**config.mk**
```make
export PLATFORM = sky130hd
export DESIGN_NAME = lkf_ctrl
export DESIGN_NICKNAME = d
export VERILOG_FILES = /design/src/design/linear_kalman_filter_defines.svh /design/src/design/lkf_pkg.sv /design/src/design/lkf_ctrl.sv
export SDC_FILE = /design/constraint.sdc
export NUM_CORES = 1
export LEC_CHECK = 0
export BUFFER_PORTS_ARGS = -buffer_cell sky130_fd_sc_hd__buf_2
export CAP_MARGIN = 20
export CORE_UTILIZATION = 46
export DETAILED_ROUTE_END_ITERATION = 6
export PLACE_DENSITY = 0.71
export SYNTH_ARGS = -nofsm -noshare
export SYNTH_HDL_FRONTEND = slang
export SYNTH_SLANG_ARGS = --single-unit
export TNS_END_PERCENT = 50
```
**constraint.sdc**
```tcl
create_clock -name aclk -period 5.9 [get_ports aclk]
set_input_delay 0.59 -clock aclk [delete_from_list [all_inputs] [get_ports aclk]]
set_output_delay 0.59 -clock aclk [all_outputs]
set_load 0.01 [all_outputs]
```
**src/design/linear_kalman_filter_defines.svh**
```systemverilog
// ----------------------------------------------------------------------------
// Linear Kalman filter assertion macros
// Assertion wrappers shared by the filter RTL; NO_ASSERTIONS removes them.
// ----------------------------------------------------------------------------
`ifndef LINEAR_KALMAN_FILTER_DEFINES_SVH
`define LINEAR_KALMAN_FILTER_DEFINES_SVH

`ifndef NO_ASSERTIONS
// clocked check, masked while reset is held
`define LKF_ASSERT(label, clk, rst_n, prop, msg) \
    label: assert property (@(posedge clk) disable iff (!rst_n) prop) else $error(msg);
// clocked check that also covers the reset cycles
`define LKF_ASSERT_ALWAYS(label, clk, prop, msg) \
    label: assert property (@(posedge clk) prop) else $error(msg);
`else
`define LKF_ASSERT(label, clk, rst_n, prop, msg)
`define LKF_ASSERT_ALWAYS(label, clk, prop, msg)
`endif

`endif

```
**src/design/lkf_pkg.sv**
```systemverilog
// ----------------------------------------------------------------------------
// lkf_pkg
// Types, codes and the update microprogram of the linear Kalman filter.
// ----------------------------------------------------------------------------
package lkf_pkg;

    // request kinds, decoded by the high bit (code three acts as an update)
    typedef enum logic [1:0] {
        REQ_INIT_GIVEN = 2'd0,
        REQ_INIT_ZERO  = 2'd1,
        REQ_UPDATE     = 2'd2
    } req_t;

    // result status
    typedef enum logic [1:0] {
        ST_OK       = 2'd0,
        ST_NOT_INIT = 2'd1,
        ST_SINGULAR = 2'd2
    } status_t;

    // configuration register indexes
    typedef enum logic [2:0] {
        CFG_H_PACKED  = 3'd0,
        CFG_R_VAR     = 3'd1,
        CFG_Q_TOP     = 3'd2,
        CFG_Q_BOTTOM  = 3'd3,
        CFG_P0_TOP    = 3'd4,
        CFG_P0_BOTTOM = 3'd5
    } cfg_idx_t;

    localparam int unsigned CFG_ADDR_W = 3;
    localparam int unsigned CFG_DATA_W = 64;
    localparam logic [30:0] R_VAR_RESET = 31'd65536;

    typedef struct packed {
        logic [63:0] h_packed;
        logic [30:0] r_var;
        logic [63:0] q_top;
        logic [63:0] q_bottom;
        logic [63:0] p0_top;
        logic [63:0] p0_bottom;
    } cfg_t;

    // input item payload (request kind travels separately)
    typedef struct packed {
        logic signed [31:0] init_pos_1;
        logic signed [31:0] init_pos_0;
        logic [30:0]        start_time;
        logic [30:0]        step_time;
        logic signed [31:0] phi_11;
        logic signed [31:0] phi_10;
        logic signed [31:0] phi_01;
        logic signed [31:0] phi_00;
        logic signed [31:0] measurement;
    } in_t;

    // filter state as reported
    typedef struct packed {
        logic [31:0]        filter_time;
        logic signed [31:0] cov_11;
        logic signed [31:0] cov_10;
        logic signed [31:0] cov_01;
        logic signed [31:0] cov_00;
        logic signed [31:0] est_1;
        logic signed [31:0] est_0;
    } res_t;

    // datapath operand and destination selects
    typedef enum logic [5:0] {
        SEL_ZERO,
        SEL_X0, SEL_X1,
        SEL_P0, SEL_P1, SEL_P2, SEL_P3,
        SEL_PH0, SEL_PH1, SEL_PH2, SEL_PH3,
        SEL_Z, SEL_H0, SEL_H1,
        SEL_Q0, SEL_Q1, SEL_Q2, SEL_Q3, SEL_R,
        SEL_M0, SEL_M1, SEL_M2, SEL_M3,
        SEL_PP0, SEL_PP1, SEL_PP2, SEL_PP3,
        SEL_XP0, SEL_XP1, SEL_V0, SEL_V1, SEL_S,
        SEL_K0, SEL_K1, SEL_Y, SEL_W0, SEL_W1
    } sel_t;

    // micro-operations
    typedef enum logic [3:0] {
        OP_NOP,      // nothing
        OP_MUL,      // acc = fmul(a, b)
        OP_MAC,      // acc += fmul(a, b)
        OP_MSB,      // acc -= fmul(a, b)
        OP_LD,       // acc = a
        OP_ADD,      // acc += a
        OP_WR,       // dst = sat(acc)
        OP_CPY,      // dst = a
        OP_DIV,      // dst = round(a * 2^F / S), saturated
        OP_BR,       // jump to the singular tail when S <= 0
        OP_END_OK,   // correction done
        OP_END_SING  // prediction kept
    } op_t;

    typedef struct packed {
        op_t  op;
        sel_t a;
        sel_t b;
        sel_t dst;
    } uop_t;

    typedef struct packed {
        logic init_given;
        logic init_zero;
        logic load;
        logic time_add;
        uop_t uop;
    } dp_cmd_t;

    typedef struct packed {
        logic s_nonpos;
        logic div_busy;
        logic div_done;
    } dp_sts_t;

    localparam int unsigned UPC_W    = 7;
    localparam logic [UPC_W-1:0] UPC_SING = 7'd77;

    function automatic uop_t mk(op_t op, sel_t a, sel_t b, sel_t dst);
        uop_t u;
        u.op  = op;
        u.a   = a;
        u.b   = b;
        u.dst = dst;
        return u;
    endfunction

    localparam uop_t UOP_NOP = '{op: OP_NOP, a: SEL_ZERO, b: SEL_ZERO, dst: SEL_ZERO};

    // update microprogram
    function automatic uop_t upc_rom(logic [UPC_W-1:0] pc);
        uop_t u;
        case (pc)
            // M = Phi P
            7'd0:  u = mk(OP_MUL, SEL_PH0, SEL_P0, SEL_ZERO);
            7'd1:  u = mk(OP_MAC, SEL_PH1, SEL_P2, SEL_ZERO);
            7'd2:  u = mk(OP_WR,  SEL_ZERO, SEL_ZERO, SEL_M0);
            7'd3:  u = mk(OP_MUL, SEL_PH0, SEL_P1, SEL_ZERO);
            7'd4:  u = mk(OP_MAC, SEL_PH1, SEL_P3, SEL_ZERO);
            7'd5:  u = mk(OP_WR,  SEL_ZERO, SEL_ZERO, SEL_M1);
            7'd6:  u = mk(OP_MUL, SEL_PH2, SEL_P0, SEL_ZERO);
            7'd7:  u = mk(OP_MAC, SEL_PH3, SEL_P2, SEL_ZERO);
            7'd8:  u = mk(OP_WR,  SEL_ZERO, SEL_ZERO, SEL_M2);
            7'd9:  u = mk(OP_MUL, SEL_PH2, SEL_P1, SEL_ZERO);
            7'd10: u = mk(OP_MAC, SEL_PH3, SEL_P3, SEL_ZERO);
            7'd11: u = mk(OP_WR,  SEL_ZERO, SEL_ZERO, SEL_M3);
            // P' = M Phi^T + Q
            7'd12: u = mk(OP_MUL, SEL_M0, SEL_PH0, SEL_ZERO);
            7'd13: u = mk(OP_MAC, SEL_M1, SEL_PH1, SEL_ZERO);
            7'd14: u = mk(OP_ADD, SEL_Q0, SEL_ZERO, SEL_ZERO);
            7'd15: u = mk(OP_WR,  SEL_ZERO, SEL_ZERO, SEL_PP0);
            7'd16: u = mk(OP_MUL, SEL_M0, SEL_PH2, SEL_ZERO);
            7'd17: u = mk(OP_MAC, SEL_M1, SEL_PH3, SEL_ZERO);
            7'd18: u = mk(OP_ADD, SEL_Q1, SEL_ZERO, SEL_ZERO);
            7'd19: u = mk(OP_WR,  SEL_ZERO, SEL_ZERO, SEL_PP1);
            7'd20: u = mk(OP_MUL, SEL_M2, SEL_PH0, SEL_ZERO);
            7'd21: u = mk(OP_MAC, SEL_M3, SEL_PH1, SEL_ZERO);
            7'd22: u = mk(OP_ADD, SEL_Q2, SEL_ZERO, SEL_ZERO);
            7'd23: u = mk(OP_WR,  SEL_ZERO, SEL_ZERO, SEL_PP2);
            7'd24: u = mk(OP_MUL, SEL_M2, SEL_PH2, SEL_ZERO);
            7'd25: u = mk(OP_MAC, SEL_M3, SEL_PH3, SEL_ZERO);
            7'd26: u = mk(OP_ADD, SEL_Q3, SEL_ZERO, SEL_ZERO);
            7'd27: u = mk(OP_WR,  SEL_ZERO, SEL_ZERO, SEL_PP3);
            // x' = Phi x
            7'd28: u = mk(OP_MUL, SEL_PH0, SEL_X0, SEL_ZERO);
            7'd29: u = mk(OP_MAC, SEL_PH1, SEL_X1, SEL_ZERO);
            7'd30: u = mk(OP_WR,  SEL_ZERO, SEL_ZERO, SEL_XP0);
            7'd31: u = mk(OP_MUL, SEL_PH2, SEL_X0, SEL_ZERO);
            7'd32: u = mk(OP_MAC, SEL_PH3, SEL_X1, SEL_ZERO);
            7'd33: u = mk(OP_WR,  SEL_ZERO, SEL_ZERO, SEL_XP1);
            // v = P' H^T, S = H v + R
            7'd34: u = mk(OP_MUL, SEL_PP0, SEL_H0, SEL_ZERO);
            7'd35: u = mk(OP_MAC, SEL_PP1, SEL_H1, SEL_ZERO);
            7'd36: u = mk(OP_WR,  SEL_ZERO, SEL_ZERO, SEL_V0);
            7'd37: u = mk(OP_MUL, SEL_PP2, SEL_H0, SEL_ZERO);
            7'd38: u = mk(OP_MAC, SEL_PP3, SEL_H1, SEL_ZERO);
            7'd39: u = mk(OP_WR,  SEL_ZERO, SEL_ZERO, SEL_V1);
            7'd40: u = mk(OP_MUL, SEL_H0, SEL_V0, SEL_ZERO);
            7'd41: u = mk(OP_MAC, SEL_H1, SEL_V1, SEL_ZERO);
            7'd42: u = mk(OP_ADD, SEL_R, SEL_ZERO, SEL_ZERO);
            7'd43: u = mk(OP_WR,  SEL_ZERO, SEL_ZERO, SEL_S);
            // let S land before testing it
            7'd44: u = UOP_NOP;
            7'd45: u = mk(OP_BR,  SEL_ZERO, SEL_ZERO, SEL_ZERO);
            // gain
            7'd46: u = mk(OP_DIV, SEL_V0, SEL_ZERO, SEL_K0);
            7'd47: u = mk(OP_DIV, SEL_V1, SEL_ZERO, SEL_K1);
            // y = z - H x'
            7'd48: u = mk(OP_LD,  SEL_Z, SEL_ZERO, SEL_ZERO);
            7'd49: u = mk(OP_MSB, SEL_H0, SEL_XP0, SEL_ZERO);
            7'd50: u = mk(OP_MSB, SEL_H1, SEL_XP1, SEL_ZERO);
            7'd51: u = mk(OP_WR,  SEL_ZERO, SEL_ZERO, SEL_Y);
            // x = x' + K y
            7'd52: u = mk(OP_LD,  SEL_XP0, SEL_ZERO, SEL_ZERO);
            7'd53: u = mk(OP_MAC, SEL_K0, SEL_Y, SEL_ZERO);
            7'd54: u = mk(OP_WR,  SEL_ZERO, SEL_ZERO, SEL_X0);
            7'd55: u = mk(OP_LD,  SEL_XP1, SEL_ZERO, SEL_ZERO);
            7'd56: u = mk(OP_MAC, SEL_K1, SEL_Y, SEL_ZERO);
            7'd57: u = mk(OP_WR,  SEL_ZERO, SEL_ZERO, SEL_X1);
            // w = H P'
            7'd58: u = mk(OP_MUL, SEL_H0, SEL_PP0, SEL_ZERO);
            7'd59: u = mk(OP_MAC, SEL_H1, SEL_PP2, SEL_ZERO);
            7'd60: u = mk(OP_WR,  SEL_ZERO, SEL_ZERO, SEL_W0);
            7'd61: u = mk(OP_MUL, SEL_H0, SEL_PP1, SEL_ZERO);
            7'd62: u = mk(OP_MAC, SEL_H1, SEL_PP3, SEL_ZERO);
            7'd63: u = mk(OP_WR,  SEL_ZERO, SEL_ZERO, SEL_W1);
            // P = P' - K w
            7'd64: u = mk(OP_LD,  SEL_PP0, SEL_ZERO, SEL_ZERO);
            7'd65: u = mk(OP_MSB, SEL_K0, SEL_W0, SEL_ZERO);
            7'd66: u = mk(OP_WR,  SEL_ZERO, SEL_ZERO, SEL_P0);
            7'd67: u = mk(OP_LD,  SEL_PP1, SEL_ZERO, SEL_ZERO);
            7'd68: u = mk(OP_MSB, SEL_K0, SEL_W1, SEL_ZERO);
            7'd69: u = mk(OP_WR,  SEL_ZERO, SEL_ZERO, SEL_P1);
            7'd70: u = mk(OP_LD,  SEL_PP2, SEL_ZERO, SEL_ZERO);
            7'd71: u = mk(OP_MSB, SEL_K1, SEL_W0, SEL_ZERO);
            7'd72: u = mk(OP_WR,  SEL_ZERO, SEL_ZERO, SEL_P2);
            7'd73: u = mk(OP_LD,  SEL_PP3, SEL_ZERO, SEL_ZERO);
            7'd74: u = mk(OP_MSB, SEL_K1, SEL_W1, SEL_ZERO);
            7'd75: u = mk(OP_WR,  SEL_ZERO, SEL_ZERO, SEL_P3);
            7'd76: u = mk(OP_END_OK, SEL_ZERO, SEL_ZERO, SEL_ZERO);
            // singular innovation: keep the prediction
            7'd77: u = mk(OP_CPY, SEL_XP0, SEL_ZERO, SEL_X0);
            7'd78: u = mk(OP_CPY, SEL_XP1, SEL_ZERO, SEL_X1);
            7'd79: u = mk(OP_CPY, SEL_PP0, SEL_ZERO, SEL_P0);
            7'd80: u = mk(OP_CPY, SEL_PP1, SEL_ZERO, SEL_P1);
            7'd81: u = mk(OP_CPY, SEL_PP2, SEL_ZERO, SEL_P2);
            7'd82: u = mk(OP_CPY, SEL_PP3, SEL_ZERO, SEL_P3);
            7'd83: u = mk(OP_END_SING, SEL_ZERO, SEL_ZERO, SEL_ZERO);
            default: u = mk(OP_END_SING, SEL_ZERO, SEL_ZERO, SEL_ZERO);
        endcase
        return u;
    endfunction

endpackage

```
**src/design/lkf_ctrl.sv**
```systemverilog
// ----------------------------------------------------------------------------
// lkf_ctrl
// Request decode and microprogram sequencer of the Kalman filter.
// ----------------------------------------------------------------------------
module lkf_ctrl (
    input  logic              aclk,
    input  logic              aresetn,
    input  logic              in_valid,
    input  logic [1:0]        in_req,
    input  logic              out_free,
    input  lkf_pkg::dp_sts_t  sts,
    output logic              in_ready,
    output logic              out_load,
    output lkf_pkg::status_t  status,
    output lkf_pkg::dp_cmd_t  cmd
);

    typedef enum logic [2:0] {
        ST_IDLE,
        ST_DECODE,
        ST_RUN,
        ST_DIV_WAIT,
        ST_FLUSH,
        ST_DONE
    } state_t;

    state_t                  state_reg;
    logic [lkf_pkg::UPC_W-1:0] pc_reg;
    logic [1:0]              req_reg;
    logic                    ready_flag_reg;
    lkf_pkg::status_t        status_reg;
    lkf_pkg::uop_t           uop;

    assign uop      = lkf_pkg::upc_rom(pc_reg);
    assign in_ready = (state_reg == ST_IDLE);
    assign out_load = (state_reg == ST_DONE) && out_free;
    assign status   = status_reg;

    // commands to the datapath
    always_comb begin
        cmd            = '0;
        cmd.uop        = lkf_pkg::UOP_NOP;
        cmd.load       = in_ready && in_valid;
        if (state_reg == ST_DECODE) begin
            cmd.init_given = !req_reg[1] && (req_reg == lkf_pkg::REQ_INIT_GIVEN);
            cmd.init_zero  = !req_reg[1] && (req_reg == lkf_pkg::REQ_INIT_ZERO);
            cmd.time_add   = req_reg[1] && ready_flag_reg;
        end
        if (state_reg == ST_RUN) begin
            case (uop.op)
                lkf_pkg::OP_BR, lkf_pkg::OP_END_OK, lkf_pkg::OP_END_SING: ;
                default: cmd.uop = uop;
            endcase
        end
    end

    // sequencer
    always_ff @(posedge aclk) begin
        if (!aresetn) begin
            state_reg      <= ST_IDLE;
            pc_reg         <= '0;
            req_reg        <= '0;
            ready_flag_reg <= 1'b0;
            status_reg     <= lkf_pkg::ST_OK;
        end else begin
            case (state_reg)
                ST_IDLE: begin
                    if (in_valid) begin
                        req_reg   <= in_req;
                        state_reg <= ST_DECODE;
                    end
                end
                ST_DECODE: begin
                    pc_reg <= '0;
                    if (!req_reg[1]) begin
                        ready_flag_reg <= 1'b1;
                        status_reg     <= lkf_pkg::ST_OK;
                        state_reg      <= ST_DONE;
                    end else if (!ready_flag_reg) begin
                        status_reg <= lkf_pkg::ST_NOT_INIT;
                        state_reg  <= ST_DONE;
                    end else begin
                        state_reg <= ST_RUN;
                    end
                end
                ST_RUN: begin
                    case (uop.op)
                        lkf_pkg::OP_BR: begin
                            pc_reg <= sts.s_nonpos ? lkf_pkg::UPC_SING : pc_reg + 1'b1;
                        end
                        lkf_pkg::OP_DIV: begin
                            pc_reg    <= pc_reg + 1'b1;
                            state_reg <= ST_DIV_WAIT;
                        end
                        lkf_pkg::OP_END_OK: begin
                            status_reg <= lkf_pkg::ST_OK;
                            state_reg  <= ST_FLUSH;
                        end
                        lkf_pkg::OP_END_SING: begin
                            status_reg <= lkf_pkg::ST_SINGULAR;
                            state_reg  <= ST_FLUSH;
                        end
                        default: pc_reg <= pc_reg + 1'b1;
                    endcase
                end
                ST_DIV_WAIT: begin
                    if (sts.div_done) begin
                        state_reg <= ST_RUN;
                    end
                end
                ST_FLUSH: state_reg <= ST_DONE;
                ST_DONE: begin
                    if (out_free) begin
                        state_reg <= ST_IDLE;
                    end
                end
                default: state_reg <= ST_IDLE;
            endcase
        end
    end

endmodule

```
After elaboration in Yosys (flattened, before gate mapping)
Memories as Yosys holds them, arrays and structs flattened. A register that Yosys moved wholly into a read port is not among the register bits. Index checks and enable logic that the tools add are counted.

Reduce and logical (&&, ||, !) cells: 16. Mux-type cells: 20. Bitwise logic cells: 1. Equal/unequal tests: 17. Add/subtract/negate cells: 1.

Operator list (count): $mux W22 (2); $pmux W7 S2 (2); $mux W7 (3); $pmux W3 S6 (1); $eq A4 B4 Y1 const B (4); $mux W3 (5); $ne A2 B2 Y1 const B (4); $pmux W2 S2 (2); $add A7 B1 Y7 const B (1); $eq A3 B2 Y1 const B (2); $eq A3 B3 Y1 const B (2); $mux W2 (3); $pmux W3 S2 (1); $reduce_and A2 Y1 (3); $logic_and A1 B1 Y1 (5); $reduce_and A4 Y1 (1); $eq A3 B1 Y1 const B (1); $logic_not A3 Y1 (1); $ne A3 B1 Y1 const B (1); $ne A3 B2 Y1 const B (1); $ne A3 B3 Y1 const B (1); $reduce_and A3 Y1 (1); $reduce_or A3 Y1 (1); $eq A2 B1 Y1 const B (1); other kinds (6) (6).

Memories kept: 1. Logic and storage cells: 61. Output and inout port bits: 30. Register bits: 15. ROM bits: 2816.

Memory list: (no name shown) (words 128, width 22, read ports 1, clocked after Yosys merged registers in 1, write ports 0, line lkf_pkg.sv:136) `case (pc)`.

Logic depth before layout (Yosys ltp)
Gate-level depths: netlist of the first run.

Depth after elaboration: 6. Gate-level depth with buffers: 13.

Worst setup path before layout of the first run
OpenSTA, ideal clock, no wires.

Kind: reg2reg. Start point: reg, netlist name uop[20]. End point: reg, netlist name uop[18]. Path buffers: 1. Slack: 2.870 ns. Arrival time: 2.903 ns. Cell stages (with the launch flop): 11. Period minus slack after synthesis: 3.030 ns. Setup time: 0.127 ns. Data required time: 5.773 ns. Cell sequence: dfxtp_1 > nand3b_2 > a21oi_2 > mux2i_4 > inv_1 > ha_1 > clkbuf_1 > o211ai_1 > o2111ai_1 > a221oi_1 > o22ai_1.

Longest elaborated chain between the ends: 6. Elaborated cells between the ends (all ways): 10.

Ends and longest elaborated chain: $eq A4 B4 Y1 (line lkf_ctrl.sv:87) `case (uop.op)`; $reduce_or A2 Y1 (no line); $pmux W7 S2 or $ne A2 B2 Y1 (tied branches); $pmux W7 S2 or $reduce_and A2 Y1 (tied branches); $mux W7 (no line) * (2 in series).

Mark *: on every way between the ends. The rest lies on a longest branch, timed or not. A chain may end at the register's enable or synchronous reset.

Worst setup path in the final report of the first run
Start point: reg state_reg[1]. End point: reg, netlist name uop[2].

Longest elaborated chain between the ends: 5. Elaborated cells between the ends (all ways): 8.

Ends and longest elaborated chain: start, declared (line lkf_ctrl.sv:27) `state_t state_reg;`; start signal, assigned (line lkf_ctrl.sv:60) `state_reg <= ST_IDLE;`; start signal, assigned (line lkf_ctrl.sv:70) `state_reg <= ST_DECODE;`; start signal, assigned (line lkf_ctrl.sv:78) `state_reg <= ST_DONE;`; $eq A3 B2 Y1 or $eq A3 B1 Y1 (tied branches) (line lkf_ctrl.sv:66) `case (state_reg)`; $ne A2 B2 Y1 (no line) or $reduce_bool A2 Y1 (tied branches); $reduce_and A2 Y1 (no line); $mux W7 (no line) * (2 in series).

Marks and branches as above.

==> impl_metrics.csv, run 1 <==
group,metric,value,unit
drt,drt-pass1-iter-count,5,
timing,slew_headroom,32.2,%
die,top_level_ports,39,
outcome,status,"finished clean",
pwr,max-vdd-ir-drop,0.0716,mV
cells_and_area,fill_cells,821,
timing,rsz0062_at_grt,"false",
drt,wl,15500,um
die,rows,33,
synth,synthTopCellsByArea,"dfxtp_1 18%, o21ai_0 4.9%, ha_1 4.0%, and3_1 3.7%, o211ai_1 3.7%",
synth,ys_types,96,
setup_path,cp_num_cells,9,
setup_path,cpLargestDelayFamily,"compound AO/OA/AOI/OAI gates",
grt,grt_overflow,0,
synth,synthArstFlopShare,0,%
synth,synth_top_cell_by_area,"dfxtp_1",
place,io_buffers,37,
min_path,min_from,"status[0]",
setup_path,path_cells,"nor3b_4, a21oi_2, mux2i_4, inv_1, ha_1, o211ai_1, a311oi_1, o21ai_0, nand3_1",
grt,grt_usage,33.7,%
cells_and_area,seqCellArea,721,um2
timing,finalHoldViolations,0,
die,core,8380,um2
synth,synth_top_area_share,17.7,%
timing,fmax,211,MHz
clock_tree,clk_latency,0.31,ns
drt,vias,4679,
synth,synth_fp_nets,548,
die,initial_core_util,48.7,%
setup_path,slowest_delay,0.82,ns
setup_path,arrival,4.97,ns
cells_and_area,fin_cells,629,
setup_path,path_buf_inv,1,
cells_and_area,finalNetCount,545,
drt,drc,0,
clock_tree,max-clock-path-buffers,2,
clock_tree,ctsHoldBuffers,0,
place,place_congestion,1.01,
drt,ant_nets,0,
timing,finalSetupViolations,0,
timing,fin_skew,0.0127,ns
clock_tree,clock_tree.root_cell,"clkbuf_8",
min_path,min-delay-path-class,"reg2reg",
cells_and_area,final_area,4220,um2
clock_tree,cts_setup_buffers,0,
synth,synth-edff-count,0,
synth,yosysSeqAreaShare,17.7,%
setup_path,critPathLaunchType,"flop",
setup_path,cp-endpoint,"uop[2]",
clock_tree,cts_tree,"done",
timing,worst_pin_slew,1.02,ns
setup_path,critical_path.endpoint_type,"flop",
setup_path,r2r-start,"state_reg[1]",
synth,yosys_warnings,0,
place,dpl-instance-area,4110,um2
cells_and_area,areaGrowthSynthToFinish,3.53,%
setup_path,crit_fanout,27,
setup_path,crit_slowest_cell,"nor3b_4",
die,dieArea,9250,um2
synth,synth-main-ff-cell,"dfxtp_1",
clock_tree,numClockSinks,36,
timing,drv_slew,0,
pwr,p_total,0.570,mW
drt,wire_per_inst,24.6,um
clock_tree,clkSlewWorstSetupHoldPaths,0.08,ns
setup_path,reg2reg_depth,9,
drt,avgViaCountPerCell,7.44,
timing,fin_crit,4.73,ns
setup_path,critical_path_class,"reg2reg",
die,die_y,96.2,um
cells_and_area,multi_input_area,2990,um2
synth,syn_area_per_cell,7.76,um2
grt,grt_pass1_vias,4054,
timing,post-route-period-util,80.2,%
synth,synthCells,526,
timing,tns,0,ns
grt,antenna_found_initial,0,
grt,grt_start_max_net_pins,32,
clock_tree,cts_max_level,2,
setup_path,r2r_slack,1.17,ns
clock_tree,cts_resized,0,
cells_and_area,largest_reg_flops,21,
die,dieWidth,96.2,um
cells_and_area,antenna_cells,0,
synth,synth_area,4080,um2
pwr,power_density,135,nW/um2
place,place_inst,621,
setup_path,reg2reg_to,"uop[2]",
place,post-dp-hpwl,10400,um
setup_path,crit_path_start,"state_reg[1]",
run,max-cap-violations,0,
setup_path,cp.required,6.14,ns
drt,first_iter_violations,754,
grt,grt_pass1_wl,23300,um
pwr,leakage,1.58,nW
clock_tree,numCtsBuffers,5,
synth,ys_seq_elements,36,
cells_and_area,layout-drive-gt1-share,19.1,%
## final cells by class
cell class                 instances  share of cell area [%]
sequential                        36                    17.1
timing repair buffer              40                    4.92
inverter                          16                    1.48
multi-input combinational        424                    70.8
clock buffer                       5                    1.63
clock inverter                     3                    1.01
tap                              105                    3.11
## metal layers
metal,routed length [um],global-route usage (%),vias to the layer above
li1,-,-,2033
met1,6020,45.0,2101
met2,6300,49.1,439
met3,2270,9.64,106
met4,878,16.4,0
met5,0,0,-
## stage by stage
stage / hold slack (ns) / utilization, % / worst slack [ns]
2_1_floorplan: 0.440 / - / 2.87
3_3_place_gp: 0.439 / 49.1 / 1.36
3_5_place_dp: 0.448 / 49.1 / 1.28
4_1_cts: 0.459 / 50.4 / 1.27
5_1_grt: 0.496 / 50.4 / 0.953
6_report: 0.459 / 50.4 / 1.17
## cell usage after synthesis, drive strengths merged (3+ instances only)
master / n
o22ai: 3
nand2: 31
a31o: 4
a311oi: 5
nor3b: 3
nor3: 19
nand3: 24
nor4: 6
o31ai: 10
or3: 3
mux2i: 15
o211ai: 20
o21a: 7
buf: 27
nand2b: 6
a21oi: 30
o32ai: 4
a32oi: 3
and2: 6
ha: 13
a21o: 3
nor2: 39
clkbuf: 23
a22oi: 9
and3: 25
o2111ai: 6
a211o: 4
o21ai: 44
nand4: 14
a2bb2oi: 3
a31oi: 8
a211oi: 21
dfxtp: 36
inv: 15
## worst reg2reg max path, delay by kind of cell, from the launching register on
kind / cells / cell delay, ns
DFF: 1 / 0.57
muxes: 1 / 0.58
AOI/OAI and AO/OA: 4 / 1.48
adders and majority gates: 1 / 0.73
buffers and inverters: 1 / 0.36
and+or+nand+nor: 2 / 0.96
## where the power goes
group / internal, mW / total (mW) / switching, mW
clock: 0.125 / 0.229 / 0.104
sequential: 0.248 / 0.257 / 0.00925
combinational: 0.0253 / 0.0842 / 0.0589
## worst min path at each step
stage	end	slack [ns]	cells past startpoint
2_1_floorplan	ready_flag_reg	0.44	2
3_3_place_gp	status[0]	0.44	2
3_5_place_dp	status[0]	0.45	2
4_1_cts	status[0]	0.46	2
5_1_grt	ready_flag_reg	0.50	2
6_report	status[0]	0.46	2
## layout by cell type, fill, tap and decap left out, types with 7 or more instances in the layout
| master | count |
|---|---|
| nor2_1 | 33 |
| dfxtp_1 | 36 |
| mux2i_1 | 14 |
| ha_1 | 13 |
| a211oi_1 | 18 |
| o21a_1 | 7 |
| nand3_1 | 23 |
| a22oi_1 | 8 |
| and3_1 | 24 |
| buf_2 | 37 |
| a21oi_1 | 26 |
| inv_1 | 11 |
| nor3_1 | 18 |
| nand4_1 | 14 |
| o31ai_1 | 8 |
| nand2_1 | 28 |
| o211ai_1 | 20 |
| o21ai_0 | 40 |
## kinds of logic (layout without fill, tap and decap cells)
kind of cell    count (synthesis)  in the layout  share of synthesized area, %
flops                          36             36                          17.7
buf+inv                        66             64                          9.05
mux                            16             16                          4.26
compound gates                203            203                          37.2
simple gates                  190            190                          27.4
fa+ha+maj                      13             13                          3.99
xor+xnor                        2              2                         0.429
(Power assumes the default switching activity.)
==> run 2: changes to the inputs <==
clock period = 4.62 ns   (was 5.9 ns; I/O delays follow)
==> impl_metrics.csv, run 2 (synthesis results as in run 1) <==
group,metric,value,unit
pwr,power_density,160,nW/um2
pwr,seq_power_share,47.5,%
pwr,p_total,0.690,mW
timing,fin_crit,3.87,ns
drt,avgViaCountPerCell,7.40,
timing,finalSetupViolations,0,
cells_and_area,final_core_util,51.4,%
min_path,min-delay-path-class,"in2reg",
setup_path,critical_path_class,"reg2reg",
drt,wire_per_inst,25.3,um
pwr,p_clk_share,36.4,%
timing,tns,0,ns
grt,grt_usage,36.4,%
clock_tree,cts_tree,"done",
die,dieWidth,96.2,um
pwr,intPower,0.484,mW
setup_path,cpLargestDelayFamily,"compound AO/OA/AOI/OAI gates",
cells_and_area,areaGrowthSynthToFinish,5.55,%
drt,first_iter_violations,735,
clock_tree,numClockSinks,36,
clock_tree,cts_setup_buffers,0,
drt,drc,0,
pwr,p_sw_share,29.8,%
clock_tree,cts_max_level,2,
min_path,min_from,"in_req[1]",
clock_tree,clk_latency,0.30,ns
place,post-dp-hpwl,11200,um
place,place_congestion,1.02,
setup_path,critical_path.endpoint_type,"flop",
grt,grt_pass1_wl,24900,um
clock_tree,ctsHoldBuffers,0,
die,top_level_ports,39,
drt,ant_nets,0,
timing,finalHoldViolations,0,
grt,antenna_found_initial,0,
setup_path,path_cells,"or3b_1, nor2_8, a31o_2, nor2_4, inv_1, ha_1, o21ai_0, a311oi_1, a22oi_1, o211ai_1",
setup_path,r2r_slack,0.75,ns
cells_and_area,final_common_cell,"o21ai_0",
cells_and_area,layout-drive-gt1-share,20.9,%
cells_and_area,largest_reg_flops,21,
clock_tree,clock_tree.root_cell,"clkbuf_8",
timing,worst_pin_slew,0.904,ns
setup_path,reg2reg_depth,10,
place,io_buffers,37,
setup_path,crit_slowest_cell,"ha_1",
timing,post-route-period-util,83.7,%
setup_path,cp.required,4.82,ns
die,initial_core_util,48.7,%
outcome,status,"finished clean",
setup_path,path_buf_inv,1,
drt,drt-pass1-iter-count,6,
setup_path,slowest_delay,0.64,ns
setup_path,reg2reg_to,"uop[20]",
clock_tree,max-clock-path-buffers,2,
timing,drv_slew,0,
setup_path,r2r-start,"state_reg[1]",
setup_path,arrival,4.07,ns
setup_path,crit_fanout,16,
grt,grt_start_max_net_pins,30,
run,max-cap-violations,0,
cells_and_area,fill_cells,814,
pwr,switchingPower,0.206,mW
min_path,holdPathStages,3,
cells_and_area,final_cell_mix,"40 x o21ai_0, 37 x buf_2, 36 x dfxtp_1",
timing,fin_skew,0.00896,ns
die,die_y,96.2,um
drt,vias,4746,
timing,slew_headroom,39.3,%
drt,wl,16200,um
clock_tree,clkSlewWorstSetupHoldPaths,0.07,ns
die,core,8380,um2
cells_and_area,antenna_cells,0,
die,rows,33,
pwr,leakage,1.64,nW
cells_and_area,finalNetCount,558,
grt,grt_pass1_vias,4266,
timing,rsz0062_at_grt,"false",
clock_tree,numCtsBuffers,5,
pwr,p_comb_share,16.1,%
setup_path,critPathLaunchType,"flop",
timing,fmax,258,MHz
clock_tree,cts_resized,0,
grt,grt_overflow,0,
pwr,max-vdd-ir-drop,0.113,mV
die,dieArea,9250,um2
min_path,holdPathEnd,"req_reg[1]",
-- run 2: changes by cell type in the layout (fill, tap and decap cells not counted), sizes merged --
cell,previous run,this run
buf,40,53
bufinv,1,0
clkbuf,5,7
clkinv,2,1
clkinvlp,1,0
-- run 2: power groups by stage --
stage                     Clock (mW)  Combinational [mW]  Sequential (mW)
after global routing           0.268               0.118            0.329
after CTS                      0.250               0.108            0.328
final                          0.251               0.111            0.328
after global placement             0               0.107            0.334
after detailed placement           0               0.107            0.335
after floorplan                    0              0.0876            0.326
-- run 2: cell type report --
class	count	area (um2)	area share [%]
Timing Repair Buffer	53	305	7.09
Sequential cell	36	721	16.7
Inverter	16	62.6	1.45
Clock buffer	7	96.3	2.24
Tap cell	105	131	3.05
Multi-Input combinational cell	424	2990	69.4
-- run 2: worst max path at each step --
stage | endpoint | from | slack, ns | depth (start not counted)
final | uop[20] | state_reg[1] | 0.75 | 10
after global routing | uop[20] | state_reg[1] | 0.52 | 10
after CTS | uop[20] | state_reg[1] | 0.91 | 10
after detailed placement | uop[20] | state_reg[1] | 0.95 | 10
after global placement | uop[20] | state_reg[1] | 0.96 | 10
after floorplan | uop[18] | uop[20] | 1.59 | 10
-- run 2: tightest hold or removal path, delay by kind of cell --
family	cells	cell delay (ns)
mux	1	0.05
simple gates	1	0.08
buf+inv	1	0.07
-- run 2: per-stage QoR --
stage	setup WS, ns	area [um2]	std cells	hold slack [ns]
after CTS	0.915	4310	641	0.419
after detailed placement	0.953	4210	634	0.451
final	0.751	4310	641	0.413
after global placement	0.964	4210	634	0.442
after global routing	0.521	4310	641	0.439
after floorplan	1.59	4080	526	0.440
-- run 2: per-layer routing --
layer | part of all wire, % | up-vias | wire length, um | GRT usage [%]
li1 | - | 2074 | - | -
met1 | 41 | 2211 | 6650 | 48.2
met2 | 42 | 396 | 6810 | 54.1
met3 | 13 | 65 | 2090 | 9.87
met4 | 4.0 | 0 | 651 | 17.5
met5 | 0 | - | 0 | 0
==> run 3: changes to the inputs <==
clock period = 3.6 ns   (was 4.62 ns; I/O delays follow)
==> impl_metrics.csv, run 3 (synthesis results as in run 1) <==
group,metric,value,unit
outcome,status,"finished clean",
timing,worst_pin_slew,0.931,ns
cells_and_area,finalNetCount,615,
cells_and_area,final_cell_mix,"72 x buf_4, 40 x o21ai_0, 37 x buf_2",
grt,grt_use_met2,61.1,%
pwr,leakage,1.92,nW
grt,grt_usage,39.6,%
place,place_congestion,1.06,
grt,grt_overflow,0,
die,rows,33,
die,top_level_ports,39,
timing,drv_slew,0,
timing,post-route-period-util,95.3,%
clock_tree,numCtsBuffers,5,
cells_and_area,antenna_cells,0,
pwr,p_total,0.943,mW
die,initial_core_util,48.7,%
place,post-dp-hpwl,13000,um
setup_path,arrival,3.58,ns
cells_and_area,fill_cells,805,
clock_tree,cts_max_level,2,
timing,tns,0,ns
grt,top_usage_layer,"met2",
setup_path,cp.required,3.75,ns
clock_tree,cts_resized,0,
timing,slew_headroom,37.5,%
setup_path,critical_path.endpoint_type,"flop",
pwr,power_density,198,nW/um2
setup_path,critPathLaunchType,"flop",
timing,fin_skew,0.00789,ns
drt,wl,17700,um
min_path,min-delay-path-class,"in2reg",
drt,wire_per_inst,25.3,um
die,dieArea,9250,um2
drt,avgViaCountPerCell,7.26,
run,max-cap-violations,0,
die,dieWidth,96.2,um
timing,fmax,292,MHz
setup_path,path_cells,"or3b_4, a22oi_1, a31o_2, nor2_4, inv_1, ha_1, mux2i_1, o32ai_1, o21ai_0, o2bb2ai_1",
grt,grt_pass1_vias,4683,
drt,ant_nets,0,
setup_path,critical_path_class,"reg2reg",
grt,use_met1,50.8,%
setup_path,r2r_slack,0.17,ns
timing,fin_crit,3.43,ns
clock_tree,ctsHoldBuffers,0,
grt,grt_use_met3,8.61,%
cells_and_area,areaGrowthSynthToFinish,16.6,%
drt,drt-pass1-iter-count,6,
timing,finalHoldViolations,0,
clock_tree,max-clock-path-buffers,2,
clock_tree,numClockSinks,36,
die,core,8380,um2
grt,grt_start_max_net_pins,25,
die,die_y,96.2,um
cells_and_area,layout-drive-gt1-share,28.5,%
clock_tree,cts_setup_buffers,0,
timing,rsz0062_at_grt,"false",
drt,drc,0,
timing,finalSetupViolations,0,
clock_tree,clkSlewWorstSetupHoldPaths,0.08,ns
setup_path,slowest_delay,0.60,ns
pwr,max-vdd-ir-drop,0.130,mV
clock_tree,clk_latency,0.29,ns
place,io_buffers,37,
cells_and_area,final_common_cell,"buf_4",
setup_path,crit_fanout,11,
setup_path,crit_slowest_cell,"dfxtp_1",
clock_tree,clock_tree.root_cell,"clkbuf_8",
grt,antenna_found_initial,0,
clock_tree,cts_tree,"done",
drt,first_iter_violations,689,
drt,vias,5078,
grt,grt_pass1_wl,27200,um
cells_and_area,largest_reg_flops,21,
## run 3: path summary, 6_finish.rpt
kind                                   start         end  depth (start not counted)
worst max-delay path            state_reg[0]     uop[15]                         10
worst min register to register     status[0]   status[0]                          2
worst min-delay path               in_req[1]  req_reg[1]                          3
worst max register to register  state_reg[0]     uop[15]                         10
## run 3: where the power goes
part / switching [mW] / internal, mW
Combinational: 0.108 / 0.0581
Clock: 0.153 / 0.206
Sequential: 0.0128 / 0.406
Total: 0.273 / 0.670
## run 3: routing by layer
metal | part of all wire, % | vias up | routed length, um
met5 | 0 | - | 0
met4 | 7.0 | 0 | 1240
met3 | 13 | 111 | 2290
met2 | 42 | 444 | 7470
met1 | 38 | 2344 | 6720
li1 | - | 2179 | -
## run 3: critical path, delay by kind of cell, from the launching register on
kind	cells	cell delay, ns
buffers and inverters	1	0.09
AND/OR/NAND/NOR	2	0.57
adder cells (fa/ha/maj)	1	0.43
AO/OA/AOI/OAI	5	1.34
multiplexers	1	0.25
flip-flops	1	0.60
## run 3: cell type report
class / count / area (um2) / area share [%]
clock buffer: 6 / 72.6 / 1.53
clock inverter: 2 / 35.0 / 0.736
inverter: 16 / 62.6 / 1.31
multi-input combinational: 424 / 2990 / 62.8
sequential: 36 / 721 / 15.1
tap: 105 / 131 / 2.76
timing repair buffer: 110 / 746 / 15.7
## run 3: through the flow
| stage | area [um2] | utilization (%) | hold WS, ns | instances | setup WS [ns] |
|---|---|---|---|---|---|
| 6_report | 4760 | 56.8 | 0.312 | 699 | 0.171 |
| 5_1_grt | 4760 | 56.8 | 0.328 | 699 | 0.0986 |
| 4_1_cts | 4760 | 56.8 | 0.311 | 699 | 0.343 |
| 3_5_place_dp | 4650 | 55.5 | 0.452 | 691 | 0.385 |
| 3_3_place_gp | 4650 | 55.5 | 0.441 | 691 | 0.442 |
| 2_1_floorplan | 4080 | - | 0.440 | 526 | 0.570 |
